[src/rtl/dqe_pkg.sv]
package dqe_pkg;

    localparam int MAX_LABEL   = 63;
    localparam int LABEL_DEPTH = 63;
    localparam int LABEL_AW    = $clog2(LABEL_DEPTH + 1);
    localparam int HDR_BYTES   = 12;
    localparam int HDR_IW      = $clog2(HDR_BYTES);
    localparam int COUNT_W     = 10;
    localparam int CFG_DW      = 48;
    localparam int CFG_IW      = 3;

    localparam logic [7:0]         DOT_CHAR  = 8'd46;
    localparam logic [7:0]         END_CHAR  = 8'd0;
    localparam logic [15:0]        CLASS_IN  = 16'd1;
    localparam logic [COUNT_W-1:0] COUNT_MAX = {COUNT_W{1'b1}};

    // request commands
    localparam logic [1:0] CMD_START = 2'd0;
    localparam logic [1:0] CMD_CHAR  = 2'd1;
    localparam logic [1:0] CMD_TAIL  = 2'd2;

    // configuration register indexes
    localparam logic [CFG_IW-1:0] REG_QUERY_ID       = 3'd0;
    localparam logic [CFG_IW-1:0] REG_QR_BIT         = 3'd1;
    localparam logic [CFG_IW-1:0] REG_OPCODE         = 3'd2;
    localparam logic [CFG_IW-1:0] REG_FLAG_BITS      = 3'd3;
    localparam logic [CFG_IW-1:0] REG_Z_BITS         = 3'd4;
    localparam logic [CFG_IW-1:0] REG_RCODE          = 3'd5;
    localparam logic [CFG_IW-1:0] REG_QUESTION_COUNT = 3'd6;
    localparam logic [CFG_IW-1:0] REG_OTHER_COUNTS   = 3'd7;

    // byte sources of the datapath
    localparam logic [2:0] SRC_HDR  = 3'd0;
    localparam logic [2:0] SRC_LEN  = 3'd1;
    localparam logic [2:0] SRC_RAM  = 3'd2;
    localparam logic [2:0] SRC_ZERO = 3'd3;
    localparam logic [2:0] SRC_QHI  = 3'd4;
    localparam logic [2:0] SRC_QLO  = 3'd5;
    localparam logic [2:0] SRC_ONE  = 3'd6;

    // sequencing after a step
    localparam logic [1:0] SEQ_NEXT = 2'd0;
    localparam logic [1:0] SEQ_END  = 2'd1;
    localparam logic [1:0] SEQ_LOOP = 2'd2;
    localparam logic [1:0] SEQ_LEN0 = 2'd3;

    // program entry points
    localparam int PC_W = 3;
    localparam logic [PC_W-1:0] PC_HDR   = 3'd0;
    localparam logic [PC_W-1:0] PC_FLUSH = 3'd1;
    localparam logic [PC_W-1:0] PC_LABEL = 3'd2;
    localparam logic [PC_W-1:0] PC_TAIL  = 3'd3;

    typedef struct packed {
        logic [2:0] src;
        logic [1:0] seq;
        logic       clr_len;
    } ucode_t;

    function automatic ucode_t ucode_rom(input logic [PC_W-1:0] pc);
        ucode_t uc;
        begin
            uc = '{src: SRC_ZERO, seq: SEQ_END, clr_len: 1'b0};
            case (pc)
                3'd0: uc = '{src: SRC_HDR,  seq: SEQ_LOOP, clr_len: 1'b0};
                3'd1: uc = '{src: SRC_LEN,  seq: SEQ_LEN0, clr_len: 1'b1};
                3'd2: uc = '{src: SRC_RAM,  seq: SEQ_LOOP, clr_len: 1'b1};
                3'd3: uc = '{src: SRC_ZERO, seq: SEQ_NEXT, clr_len: 1'b0};
                3'd4: uc = '{src: SRC_QHI,  seq: SEQ_NEXT, clr_len: 1'b0};
                3'd5: uc = '{src: SRC_QLO,  seq: SEQ_NEXT, clr_len: 1'b0};
                3'd6: uc = '{src: SRC_ZERO, seq: SEQ_NEXT, clr_len: 1'b0};
                3'd7: uc = '{src: SRC_ONE,  seq: SEQ_END,  clr_len: 1'b0};
                default: uc = '{src: SRC_ZERO, seq: SEQ_END, clr_len: 1'b0};
            endcase
            return uc;
        end
    endfunction

endpackage

[src/rtl/dns_query_message_encoder_top.sv]
// DNS query encoder: turns start, name-character and tail requests into the byte stream
// of a DNS query message, one byte per result. A small microcode program in a ROM steps
// a byte datapath: header (12 bytes), label flush (length byte then the buffered label
// from a 63-byte RAM) and tail (root zero, qtype, class IN). The sequencer emits one
// byte per cycle while the output register is free. A start request runs the header
// program, a dot or a name end after a label runs the label flush, a tail runs the tail
// program; a plain name character or an empty name end runs none. s_ready is low while
// the program runs. Configuration writes must land while no request is in flight.
module dns_query_message_encoder_top (
    input  logic                          aclk,
    input  logic                          aresetn,

    input  logic                          cfg_we,
    input  logic [dqe_pkg::CFG_IW-1:0]    cfg_index,
    input  logic [dqe_pkg::CFG_DW-1:0]    cfg_data,

    input  logic                          s_valid,
    output logic                          s_ready,
    input  logic [1:0]                    s_cmd,
    input  logic [7:0]                    s_name_char,
    input  logic [15:0]                   s_qtype,

    output logic                          m_valid,
    input  logic                          m_ready,
    output logic [7:0]                    m_out_byte,
    output logic                          m_last_of_run,
    output logic                          m_label_error,
    output logic [dqe_pkg::COUNT_W-1:0]   m_msg_len
);

    localparam int AW = dqe_pkg::LABEL_AW;
    localparam int CW = dqe_pkg::COUNT_W;

    // configuration registers
    logic [15:0] query_id_reg;
    logic        qr_bit_reg;
    logic [3:0]  opcode_reg;
    logic [3:0]  flag_bits_reg;
    logic [2:0]  z_bits_reg;
    logic [3:0]  rcode_reg;
    logic [15:0] question_count_reg;
    logic [47:0] other_counts_reg;

    always_ff @(posedge aclk) begin
        if (!aresetn) begin
            query_id_reg       <= '0;
            qr_bit_reg         <= 1'b0;
            opcode_reg         <= '0;
            flag_bits_reg      <= '0;
            z_bits_reg         <= '0;
            rcode_reg          <= '0;
            question_count_reg <= 16'd1;
            other_counts_reg   <= '0;
        end else if (cfg_we) begin
            case (cfg_index)
                dqe_pkg::REG_QUERY_ID:       query_id_reg       <= cfg_data[15:0];
                dqe_pkg::REG_QR_BIT:         qr_bit_reg         <= cfg_data[0];
                dqe_pkg::REG_OPCODE:         opcode_reg         <= cfg_data[3:0];
                dqe_pkg::REG_FLAG_BITS:      flag_bits_reg      <= cfg_data[3:0];
                dqe_pkg::REG_Z_BITS:         z_bits_reg         <= cfg_data[2:0];
                dqe_pkg::REG_RCODE:          rcode_reg          <= cfg_data[3:0];
                dqe_pkg::REG_QUESTION_COUNT: question_count_reg <= cfg_data[15:0];
                dqe_pkg::REG_OTHER_COUNTS:   other_counts_reg   <= cfg_data[47:0];
                default: ;
            endcase
        end
    end

    // sequencer and state
    logic                         busy_reg, busy_next;
    logic [dqe_pkg::PC_W-1:0]     pc_reg, pc_next;
    logic [AW-1:0]                idx_reg, idx_next;
    logic [AW-1:0]                label_len_reg, label_len_next;
    logic [CW-1:0]                byte_count_reg, byte_count_next;
    logic                         overflow_reg, overflow_next;
    logic [15:0]                  qtype_reg;

    logic                         m_valid_reg, m_valid_next;
    logic [7:0]                   m_byte_reg, m_byte_next;
    logic                         m_last_reg, m_last_next;
    logic                         m_err_reg, m_err_next;
    logic [CW-1:0]                m_len_reg, m_len_next;

    logic                         accept;
    logic                         step_go;
    dqe_pkg::ucode_t              uc;
    logic [95:0]                  hdr_vec;
    logic [15:0]                  flags;
    logic [dqe_pkg::HDR_IW-1:0]   hdr_sel;
    logic [7:0]                   hdr_byte;
    logic [7:0]                   ram_rd_data;
    logic                         ram_we;
    logic                         ram_re;
    logic [AW-1:0]                ram_raddr;
    logic                         idx_done;
    logic                         finish;
    logic [7:0]                   byte_val;

    assign s_ready = !busy_reg;
    assign accept  = s_valid && !busy_reg;
    assign step_go = busy_reg && (!m_valid_reg || m_ready);
    assign uc      = dqe_pkg::ucode_rom(pc_reg);

    assign flags   = {qr_bit_reg, opcode_reg, flag_bits_reg, z_bits_reg, rcode_reg};
    assign hdr_vec = {query_id_reg, flags, question_count_reg, other_counts_reg};
    // header byte 0 sits in the top byte of the vector
    assign hdr_sel  = dqe_pkg::HDR_IW'(dqe_pkg::HDR_BYTES - 1) - idx_reg[dqe_pkg::HDR_IW-1:0];
    assign hdr_byte = hdr_vec[{hdr_sel, 3'b000} +: 8];

    always_comb begin
        case (uc.src)
            dqe_pkg::SRC_HDR:  byte_val = hdr_byte;
            dqe_pkg::SRC_LEN:  byte_val = 8'(label_len_reg);
            dqe_pkg::SRC_RAM:  byte_val = ram_rd_data;
            dqe_pkg::SRC_QHI:  byte_val = qtype_reg[15:8];
            dqe_pkg::SRC_QLO:  byte_val = qtype_reg[7:0];
            dqe_pkg::SRC_ONE:  byte_val = dqe_pkg::CLASS_IN[7:0];
            default:           byte_val = 8'd0;
        endcase
    end

    always_comb begin
        if (uc.src == dqe_pkg::SRC_HDR) begin
            idx_done = (idx_reg == AW'(dqe_pkg::HDR_BYTES - 1));
        end else begin
            idx_done = (idx_reg == label_len_reg - AW'(1));
        end
    end

    always_comb begin
        case (uc.seq)
            dqe_pkg::SEQ_END:  finish = 1'b1;
            dqe_pkg::SEQ_LOOP: finish = idx_done;
            dqe_pkg::SEQ_LEN0: finish = (label_len_reg == '0);
            default:           finish = 1'b0;
        endcase
    end

    // label buffer write on a plain character, reads run one step ahead of the emit
    assign ram_we = accept && (s_cmd == dqe_pkg::CMD_CHAR) &&
                    (s_name_char != dqe_pkg::DOT_CHAR) && (s_name_char != dqe_pkg::END_CHAR) &&
                    (label_len_reg < AW'(dqe_pkg::MAX_LABEL));
    assign ram_re = step_go && !finish &&
                    ((uc.src == dqe_pkg::SRC_LEN) || (uc.src == dqe_pkg::SRC_RAM));
    assign ram_raddr = (uc.src == dqe_pkg::SRC_RAM) ? idx_reg + AW'(1) : '0;

    dqe_ram #(
        .WIDTH (8),
        .DEPTH (dqe_pkg::LABEL_DEPTH)
    ) u_label_ram (
        .aclk    (aclk),
        .wr_en   (ram_we),
        .wr_addr (label_len_reg),
        .wr_data (s_name_char),
        .rd_en   (ram_re),
        .rd_addr (ram_raddr),
        .rd_data (ram_rd_data)
    );

    always_comb begin
        busy_next       = busy_reg;
        pc_next         = pc_reg;
        idx_next        = idx_reg;
        label_len_next  = label_len_reg;
        byte_count_next = byte_count_reg;
        overflow_next   = overflow_reg;
        m_valid_next    = m_valid_reg;
        m_byte_next     = m_byte_reg;
        m_last_next     = m_last_reg;
        m_err_next      = m_err_reg;
        m_len_next      = m_len_reg;

        if (m_valid_reg && m_ready) begin
            m_valid_next = 1'b0;
        end

        if (accept) begin
            idx_next = '0;
            case (s_cmd)
                dqe_pkg::CMD_START: begin
                    label_len_next  = '0;
                    byte_count_next = '0;
                    overflow_next   = 1'b0;
                    busy_next       = 1'b1;
                    pc_next         = dqe_pkg::PC_HDR;
                end
                dqe_pkg::CMD_CHAR: begin
                    if (s_name_char == dqe_pkg::DOT_CHAR ||
                        (s_name_char == dqe_pkg::END_CHAR && label_len_reg != '0)) begin
                        busy_next = 1'b1;
                        pc_next   = dqe_pkg::PC_FLUSH;
                    end else if (s_name_char == dqe_pkg::END_CHAR) begin
                        busy_next = 1'b0;
                    end else if (label_len_reg < AW'(dqe_pkg::MAX_LABEL)) begin
                        label_len_next = label_len_reg + AW'(1);
                    end else begin
                        overflow_next = 1'b1;
                    end
                end
                dqe_pkg::CMD_TAIL: begin
                    label_len_next = '0;
                    busy_next      = 1'b1;
                    pc_next        = dqe_pkg::PC_TAIL;
                end
                default: ;
            endcase
        end

        if (step_go) begin
            if (byte_count_reg != dqe_pkg::COUNT_MAX) begin
                byte_count_next = byte_count_reg + CW'(1);
            end else begin
                byte_count_next = byte_count_reg;
            end
            m_valid_next = 1'b1;
            m_byte_next  = byte_val;
            m_last_next  = finish;
            m_err_next   = overflow_reg;
            m_len_next   = byte_count_next;

            if (finish) begin
                busy_next = 1'b0;
                if (uc.clr_len) begin
                    label_len_next = '0;
                end
            end else begin
                case (uc.seq)
                    dqe_pkg::SEQ_LOOP: idx_next = idx_reg + AW'(1);
                    dqe_pkg::SEQ_LEN0: pc_next  = dqe_pkg::PC_LABEL;
                    default:           pc_next  = pc_reg + dqe_pkg::PC_W'(1);
                endcase
            end
        end
    end

    always_ff @(posedge aclk) begin
        if (!aresetn) begin
            busy_reg       <= 1'b0;
            pc_reg         <= '0;
            idx_reg        <= '0;
            label_len_reg  <= '0;
            byte_count_reg <= '0;
            overflow_reg   <= 1'b0;
            m_valid_reg    <= 1'b0;
        end else begin
            busy_reg       <= busy_next;
            pc_reg         <= pc_next;
            idx_reg        <= idx_next;
            label_len_reg  <= label_len_next;
            byte_count_reg <= byte_count_next;
            overflow_reg   <= overflow_next;
            m_valid_reg    <= m_valid_next;
        end
    end

    always_ff @(posedge aclk) begin
        if (accept) begin
            qtype_reg <= s_qtype;
        end
        m_byte_reg <= m_byte_next;
        m_last_reg <= m_last_next;
        m_err_reg  <= m_err_next;
        m_len_reg  <= m_len_next;
    end

    assign m_valid       = m_valid_reg;
    assign m_out_byte    = m_byte_reg;
    assign m_last_of_run = m_last_reg;
    assign m_label_error = m_err_reg;
    assign m_msg_len     = m_len_reg;

endmodule

[src/rtl/dqe_ram.sv]
module dqe_ram #(
    parameter int WIDTH = 8,
    parameter int DEPTH = 64
) (
    input  logic                     aclk,
    input  logic                     wr_en,
    input  logic [$clog2(DEPTH)-1:0] wr_addr,
    input  logic [WIDTH-1:0]         wr_data,
    input  logic                     rd_en,
    input  logic [$clog2(DEPTH)-1:0] rd_addr,
    output logic [WIDTH-1:0]         rd_data
);

    logic [WIDTH-1:0] mem [DEPTH];
    logic [WIDTH-1:0] rd_data_reg;

    always_ff @(posedge aclk) begin
        if (wr_en) begin
            mem[wr_addr] <= wr_data;
        end
        if (rd_en) begin
            rd_data_reg <= mem[rd_addr];
        end
    end

    assign rd_data = rd_data_reg;

endmodule
[config.mk]
export PLATFORM = sky130hd
export DESIGN_NAME = dns_query_message_encoder_top
export DESIGN_NICKNAME = d
export VERILOG_FILES = /design/src/rtl/dqe_pkg.sv /design/src/rtl/dns_query_message_encoder_top.sv /design/src/rtl/dqe_ram.sv
export SDC_FILE = /design/constraint.sdc
export NUM_CORES = 1
export LEC_CHECK = 0
export ABC_AREA = 1
export ABC_CLOCK_PERIOD_IN_PS = 2800
export BUFFER_PORTS_ARGS = -buffer_cell sky130_fd_sc_hd__buf_2
export CAP_MARGIN = 20
export CORE_MARGIN = 1
export CORE_UTILIZATION = 62
export DETAILED_ROUTE_END_ITERATION = 8
export PLACE_DENSITY = 0.8
export SLEW_MARGIN = 25
export SYNTH_ARGS = -nofsm -noshare
export SYNTH_HDL_FRONTEND = slang
export SYNTH_SLANG_ARGS = --single-unit
[constraint.sdc]
create_clock -name aclk -period 2.8 [get_ports aclk]
set_clock_uncertainty 0.05 [all_clocks]
set_input_delay 0.14 -clock aclk [delete_from_list [all_inputs] [get_ports aclk]]
set_output_delay 0.14 -clock aclk [all_outputs]
set_load 0.02 [all_outputs]
; After elaboration in Yosys (flattened, before gate mapping)
; Memories as Yosys holds them, arrays and structs flattened. A register that Yosys moved wholly into a read port is not among the register bits.
; Index checks and enable logic that the tools add are counted.
[totals]
register_bits = 160
mem_bits_rw = 504
rom_bits = 48
in_bits = 82
output_inout_bits = 22
elab_cells = 134
n_memories = 2
[op_classes]
n_addsub = 6
magnitude_cmp = 1
n_eq_ne = 25
shifts = 1
muxes = 41
reduce_logical = 38
[mem_list]
columns = name, depth, width, rd, rd_ports_with_merged_regs, write_ports, line
row1 = u_label_ram.mem, 63, 8, 1, 1, 1, dqe_ram.sv:14  ; logic [WIDTH-1:0] mem [DEPTH];
row2 = (no name shown), 8, 6, 1, 1, 0, dqe_pkg.sv:64  ; case (pc)
[ops]
columns = op, n
row1 = $shiftx A96 B8 Y8, 1
row2 = $mux W6, 12
row3 = $pmux W8 S6, 1
row4 = $mux W10, 4
row5 = $eq A3 B3 Y1 const B, 7
row6 = $reduce_and A2 Y1, 9
row7 = $mux W3, 5
row8 = $mux W1, 13
row9 = $add A6 B1 Y6 const B, 2
row10 = $pmux W6 S2, 1
row11 = $add A10 B1 Y10 const B, 1
row12 = $logic_and A1 B1 Y1, 10
row13 = $ne A10 B10 Y1 const B, 1
row14 = $eq A3 B2 Y1 const B, 3
row15 = $pmux W3 S3, 1
row16 = $eq A8 B6 Y1 const B, 1
row17 = $logic_not A8 Y1, 1
row18 = $ne A8 B6 Y1 const B, 1
row19 = $reduce_bool A2 Y1, 4
row20 = $reduce_bool A8 Y1, 1
row21 = $eq A2 B2 Y1 const B, 3
row22 = $eq A3 B1 Y1 const B, 2
row23 = $eq A6 B4 Y1 const B, 1
row24 = $eq A6 B6 Y1, 1
row25 = 17 further kinds, 26

; Logic depth before layout (Yosys ltp)
; Gate-level depths: netlist of the first run.
[depth]
ltp_word = 10
mapped_depth = 20
mapped_depth_nobuf = 19

; Cells and area by module
; Synthesis of the first run repeated with hierarchy kept, for this count alone.
[hier_totals]
cells_unflattened = 2796
hier_area_um2 = 28569.9
[by_module_without_submodules]
columns = module, n_inst, cells_per_inst, area_each_um2, seq_area_each_um2
row1 = dqe_ram, 1, 1780, 20903.8, 15374.7
row2 = dns_query_message_encoder_top, 1, 1016, 7666.1, 3683.5

; Worst setup path after synthesis of the first run
; OpenSTA, ideal clock, no wires.
[synth_path]
path_kind = reg-to-reg
start = reg label_len_reg[0]
end = reg u_label_ram.rd_data_reg[0] (netlist: u_label_ram.rd_data[0]) (read register of u_label_ram.mem) (enable)
setup_time_ps = 386
arrival_time_ps = 2094
required_time_ps = 2364
path_slack_ps = 269
stages_incl_launch_ff = 12
path_buffers = 1
synth_period_minus_slack_ps = 2531
path_cell_list = dfxtp_1 > buf_2 > inv_2 > ha_1 > nand2_1 > o21ai_0 > nand4_1 > nand2_1 > nor2_1 > nand2_1 > nand2_1 > a211oi_1
[synth_between]
elab_chain_cells = 7
elab_cells_between_ends = 8
cone_classes = add/sub: 1 / eq/ne: 1 / mux: 2 / reduce/logical: 4
[synth_lines]
columns = element, line
row1 = from (decl), dns_query_message_encoder_top.sv:73  ; logic [AW-1:0] label_len_reg, label_len_next;
row2 = from (signal assigned), dns_query_message_encoder_top.sv:249  ; label_len_reg <= label_len_next;
row3 = $sub A6 B1 Y6, dns_query_message_encoder_top.sv:126  ; idx_done = (idx_reg == label_len_reg - AW'(1));
row4 = $eq A6 B6 Y1, dns_query_message_encoder_top.sv:126
row5 = $mux W1, dns_query_message_encoder_top.sv:123  ; if (uc.src == dqe_pkg::SRC_HDR) begin
row6 = $pmux W1 S3 (*), dns_query_message_encoder_top.sv:131  ; case (uc.seq)
row7 = net finish, dns_query_message_encoder_top.sv:96  ; logic finish;
row8 = $logic_not A1 Y1 (*), dns_query_message_encoder_top.sv:143  ; assign ram_re = step_go && !finish &&
row9 = $logic_and A1 B1 Y1 (*) (2 in a row), dns_query_message_encoder_top.sv:143
row10 = net ram_re, dns_query_message_encoder_top.sv:93  ; logic ram_re;
row11 = to (decl), dqe_ram.sv:15  ; logic [WIDTH-1:0] rd_data_reg;
; Mark *: on every way through the listed nets, which the timed path passes. The rest lies on a longest branch.
; A chain may end at the register's enable or synchronous reset.

; Worst setup path in the final report of the first run
[layout_path]
start = reg label_len_reg[4]
end = mem u_label_ram.mem[57][2] (enable)
[layout_between]
elab_chain_cells = 4
[layout_lines]
columns = element, line
row1 = $lt A6 B6 Y1, dns_query_message_encoder_top.sv:142  ; (label_len_reg < AW'(dqe_pkg::MAX_LABEL));
row2 = $logic_and A1 B1 Y1, dns_query_message_encoder_top.sv:141  ; (s_name_char != dqe_pkg::DOT_CHAR) && (s_name_char != dqe_pkg::END_CHAR) &&
row3 = $mux W1, dqe_ram.sv:18  ; if (wr_en) begin
row4 = $mux W1 (implied by the code), dqe_ram.sv:19  ; mem[wr_addr] <= wr_data;
row5 = to (decl), dqe_ram.sv:14
; Parallel ways exist; a longest one is shown, timed or not.

==> impl_metrics.json, run 1 <==
{
  "crit_chain": "nand2_1, nor2_1, a21oi_1, nand2_1, clkinvlp_4, nand2_1, nor2_1, buf_4",
  "yosys_warnings": 0,
  "synth_area_um2": 28100,
  "pwr-share-comb_pct": 8.3,
  "drive_above_1_share_pct": 14.5,
  "hp-start": "aresetn",
  "power_frac_clock_pct": 41.6,
  "fp.dieH_um": 215,
  "netlist_top_cells_count": "554 x nor2_1, 548 x edfxtp_1, 309 x o21ai_0, 307 x nand2_1, 169 x nand3_1",
  "vdd_ir_drop_max_uv": 667,
  "gp_congestion": 0.945,
  "p_per_area_nw_per_um2": 663,
  "synth_area_leaders": "edfxtp_1 59%, dfxtp_1 9.3%, nor2_1 7.4%, o21ai_0 5.5%, nand2_1 4.1%",
  "coreArea_um2": 44500,
  "crit_path_top_delay_cell": "dfxtp_1",
  "rsz0062_at_grt": "no",
  "crit_buf_inv": 2,
  "place_inst": 3299,
  "critPathMaxStageDelay_ns": 0.60,
  "setup_viol": 0,
  "leakage_nw": 12.2,
  "synth_edf_count": 548,
  "worstMarginPinSlew_ns": 1.06,
  "crit_top_cell": "nand2_1",
  "nets": 2944,
  "synth-async-reset-ratio_pct": 0,
  "synth.avg_cell_area_um2": 10.9,
  "hpwlAfterDp_mm": 48.5,
  "cts_max_level": 3,
  "start_kind": "flip-flop",
  "slew_violations": 0,
  "row_count": 77,
  "die-area_um2": 46200,
  "grt.overflow.total": 0,
  "largest_register_ffs": 504,
  "cts_buffer_depth": 3,
  "worstPathRequired_ns": 3.10,
  "drt_iter0_drc": 3601,
  "synth.most_common_cell": "nor2_1",
  "track_usage_pct": 35.8,
  "regToRegStartpoint": "label_len_reg[4]",
  "path_delay_family": "simple AND/OR/NAND/NOR gates",
  "postLayoutCoreUtil_pct": 74.8,
  "hold_viol": 0,
  "startpoint": "label_len_reg[4]",
  "intPower_mw": 17.0,
  "die_width_um": 215,
  "start_util_pct": 63.2,
  "min_period_ns": 2.66,
  "avgViaCountPerCell": 6.49,
  "synth-seq-cells": 678,
  "portBuffers": 103,
  "grt_pass1_wl_mm": 126,
  "timing.hold.ws_ns": 0.0779,
  "place_ws_ns": -0.119,
  "routed_wl_mm": 83.5,
  "grt_pass1_vias": 22400,
  "cts_buffers": 68,
  "n_fill_cell": 2724,
  "cp.arrival_ns": 2.96,
  "placed_cell_area_um2": 30200,
  "synth_fp_nets": 2674,
  "crit_fanout": 8,
  "final_area_um2": 33300,
  "p_sw_mw": 5.10,
  "ys_types": 48,
  "p_total_mw": 22.1,
  "fin_setup_tns_ns": 0,
  "wl_per_cell_um": 23.9,
  "ioPinCount": 104,
  "cts_tree": "done",
  "sw_frac_of_total_pct": 23.1,
  "first_pass_iters": 7,
  "yosys.area.top_type": "edfxtp_1",
  "seq_area_frac_synth_pct": 67.8,
  "syn2layout_area_growth_pct": 18.3,
  "route.detailed.drc": 0,
  "ant_nets": 0,
  "final_cells": 3497,
  "cts.clk_slew.worst_paths_ns": 0.07,
  "grt_max_degree": 104,
  "clockRootBuffer": "clkbuf_16",
  "cts.sinks": 678,
  "worstSetupEndpointType": "flip-flop",
  "antenna_found_initial": 1,
  "synth_flop_cell": "edfxtp_1",
  "worst_slack_ns": 0.137,
  "via_count": 22700,
  "relSlewSlack_pct": 29.5,
  "p_seq_share_pct": 50.1,
  "hold_path_class": "primary input to flip-flop",
  "period_share_pct": 95.1,
  "path_class": "flip-flop to flip-flop",
  "maxCapViolations": 0,
  "status": "completed",
  "post-cts-setup-buffer-count": 0,
  "syn_inst": 2583,
  "max_freq_ghz": 0.375,
  "synth_top_cell_area_share_pct": 58.5,
  "clkLatencyLatePin_ns": 0.60
}
-- power groups by stage --
stage	combinational, mW	sequential [mW]	clock, mW
finish	1.83	11.1	9.19
global route	1.95	11.1	9.57
CTS	1.75	11.0	9.19
detailed placement	1.65	11.3	0
global placement	1.61	11.3	0
floorplan	0.909	11.3	0
-- routing by layer --
| layer | global-route usage (%) | part of all wire (%) |
|---|---|---|
| met5 | 0 | 0 |
| met1 | 44.9 | 35 |
| met3 | 9.26 | 12 |
| met2 | 57.0 | 46 |
| met4 | 20.2 | 6.1 |
-- final timing paths --
path | end | slack (ns) | depth (start not counted)
hold / removal | idx_reg[3] | 0.08 | 3
setup / recovery | u_label_ram.mem[57][2] | 0.14 | 8
setup reg to reg | u_label_ram.mem[57][2] | 0.14 | 8
hold reg to reg | m_label_error | 0.41 | 0
-- cell type report --
type / instances / area (µm²) / area share [%]
multi-input cells: 1663 / 8090 / 24.3
diodes: 1 / 2.50 / 0.00752
clock buffers: 89 / 1930 / 5.79
clock inverters: 32 / 315 / 0.947
repair buffers: 351 / 2790 / 8.39
well taps: 592 / 741 / 2.23
flip-flops and latches: 678 / 19100 / 57.3
inverters: 91 / 345 / 1.04
-- kinds of logic (layout without fill, tap and decap cells) --
logic type | count (synthesis) | in the layout | share of synthesized area (%)
mux | 1 | 1 | 0.0400
flops | 678 | 678 | 67.8
fa+ha+maj | 9 | 9 | 0.400
simple gates | 1083 | 1083 | 15.8
other cells | 0 | 1 | 0
xor+xnor | 6 | 6 | 0.187
buf+inv | 242 | 563 | 3.73
compound gates | 564 | 564 | 12.1
-- tightest hold or removal path: cells and delay by family --
family | cells | cell delay, ns
AOI/OAI and AO/OA | 1 | 0.07
buffers and inverters | 2 | 0.47
-- layout by cell type (no fill, tap or decap), drive strengths merged, types with 3 or more instances in the layout --
cell         count
a211oi           3
a21oi           34
a22oi            7
buf            275
bufinv           6
clkbuf          89
clkinv          26
clkinvlp         4
dfxtp          130
dlygate4sd3     76
edfxtp         548
ha               9
inv             87
nand2          313
nand3          170
nand4           13
nor2           562
nor3             4
o2111ai          5
o211ai         100
o21ai          318
o21bai           5
o221ai          56
o22ai           27
or2             21
xor2             4
-- what timing repair did --
action | in CTS | in global routing
setup endpoints to repair | 0 | 207
gates resized for setup | 0 | 13
endpoints found under the hold margin | 138 | 0
hold buffers | 76 | 0
(Power assumes the default switching activity.)
==> inputs of run 2 (changes only) <==
CORE_UTILIZATION = 25   (was 62)
PLACE_DENSITY = not set   (was 0.8)
RECOVER_POWER = 50   (was not set)
==> impl_metrics.json, run 2 (synthesis gave the netlist of run 1 again) <==
{
  "grt_max_degree": 85,
  "intPower_mw": 16.8,
  "leakage_nw": 12.1,
  "nets": 2955,
  "die_width_um": 337,
  "hold_viol": 0,
  "rsz0062_at_grt": "no",
  "via_count": 20900,
  "slew_violations": 365,
  "worstPathRequired_ns": 3.12,
  "period_share_pct": 98.4,
  "cp.arrival_ns": 3.08,
  "ioPinCount": 104,
  "crit_buf_inv": 1,
  "row_count": 122,
  "hold_path_class": "primary input to flip-flop",
  "portBuffers": 103,
  "final_common_cell": "nor2_1",
  "min_period_ns": 2.76,
  "place_ws_ns": -0.0897,
  "cts_buffers": 72,
  "crit_fanout": 14,
  "timing.hold.ws_ns": 0.0662,
  "start_kind": "flip-flop",
  "coreArea_um2": 111000,
  "crit_chain": "ha_1, nand2_1, nand2_1, nand2_1, nor2_2, inv_1, nand3_1, nand2_1, nand2_1, nand2_1, nand2_1, nand2_1",
  "worst_slack_ns": 0.0446,
  "num_antenna_cells": 0,
  "wl_per_cell_um": 18.9,
  "place_inst": 4199,
  "grt_pass1_vias": 20100,
  "antenna_found_initial": 3,
  "drive_above_1_share_pct": 12.8,
  "routed_wl_mm": 83.4,
  "route.detailed.drc": 0,
  "track_usage_pct": 14.4,
  "largest_register_ffs": 504,
  "worstMarginPinSlew_ns": 2.27,
  "layout_common_cells": "554 x nor2_1, 548 x edfxtp_1, 307 x o21ai_0, 305 x nand2_1, 169 x nand3_1",
  "clkLatencyLatePin_ns": 0.63,
  "p_sw_mw": 5.20,
  "vdd_ir_drop_max_uv": 382,
  "start_util_pct": 25.3,
  "cts.clk_slew.worst_paths_ns": 0.06,
  "status": "complete, but fails checks",
  "grt.overflow.total": 0,
  "setup_viol": 0,
  "max_freq_ghz": 0.363,
  "path_delay_family": "simple AND/OR/NAND/NOR gates",
  "first_pass_iters": 6,
  "cts.sinks": 678,
  "fp.dieH_um": 337,
  "grt_pass1_wl_mm": 125,
  "power_frac_clock_pct": 41.5,
  "fin_setup_tns_ns": 0,
  "syn2layout_area_growth_pct": 22.1,
  "worstSetupEndpointType": "flip-flop",
  "violations": "max-capacitance violations, max-slew violations",
  "cts_max_level": 3,
  "die-area_um2": 114000,
  "drt_iter0_drc": 2314,
  "r2r_slack_ns": 0.04,
  "hpwlAfterDp_mm": 52.5,
  "final_cells": 4408,
  "crit_top_cell": "nand2_1",
  "p_seq_share_pct": 50.4,
  "maxCapViolations": 7,
  "critPathMaxStageDelay_ns": 0.49,
  "clockRootBuffer": "clkbuf_16",
  "crit_path_top_delay_cell": "dfxtp_1",
  "sw_frac_of_total_pct": 23.7,
  "ant_nets": 0,
  "relSlewSlack_pct": -51.5,
  "cts_buffer_depth": 3,
  "gp_congestion": 0.883,
  "avgViaCountPerCell": 4.74,
  "pwr-share-comb_pct": 8.1,
  "cts_tree": "done",
  "path_class": "flip-flop to flip-flop",
  "p_per_area_nw_per_um2": 640
}
==> run 2: per-stage QoR <==
step	total power, mW	utilization (%)	cell area [µm²]
3_5_place_dp	12.9	28.2	31400
6_report	22.0	30.9	34300
4_1_cts	22.1	30.9	34400
2_1_floorplan	12.2	-	28100
3_3_place_gp	12.9	28.2	31400
5_1_grt	22.7	30.9	34300
==> run 2: worst paths after layout <==
| kind | startpoint | end | cells past startpoint |
|---|---|---|---|
| max | idx_reg[2] | u_label_ram.rd_data[7] | 12 |
| max reg2reg | idx_reg[2] | u_label_ram.rd_data[7] | 12 |
| min | aresetn | idx_reg[5] | 3 |
| min reg2reg | overflow_reg | m_label_error | 0 |
==> run 2: metal layers <==
metal  global-route usage (%)  vias up  part of all wire, %
li1                         -     9789                    -
met1                     19.6    10100                   43
met2                     22.9      877                   45
met3                     2.79      152                  8.4
met4                     4.41        6                  2.6
met5                        0        -                0.035
==> run 2: power groups by stage <==
stage	logic (mW)	clock network [mW]	registers (mW)
global route	1.95	9.66	11.1
CTS	1.77	9.31	11.1
floorplan	0.909	0	11.3
detailed placement	1.68	0	11.3
global placement	1.68	0	11.3
finish	1.78	9.13	11.1
==> run 2: layout make-up <==
cell class | count | area, µm²
clock buffer | 91 | 1940
clock inverter | 39 | 305
inverter | 91 | 344
multi-input combinational | 1663 | 8040
fill | 11400 | 76800
tap | 1488 | 1860
sequential | 678 | 19100
timing repair buffer | 358 | 2780
==> run 2: tightest hold or removal path: cells and delay by family <==
family	cells	cell delay, ns
buffers and inverters	1	0.32
AND/OR/NAND/NOR	2	0.21
==> run 2: timing repair <==
item	4_1_cts	5_1_grt
hold endpoints to repair	124	0
resized for setup	1	8
setup endpoints to repair	1	11
buffers inserted	0	4
gates cloned	0	1
hold buffers	74	0
pin swaps	0	3
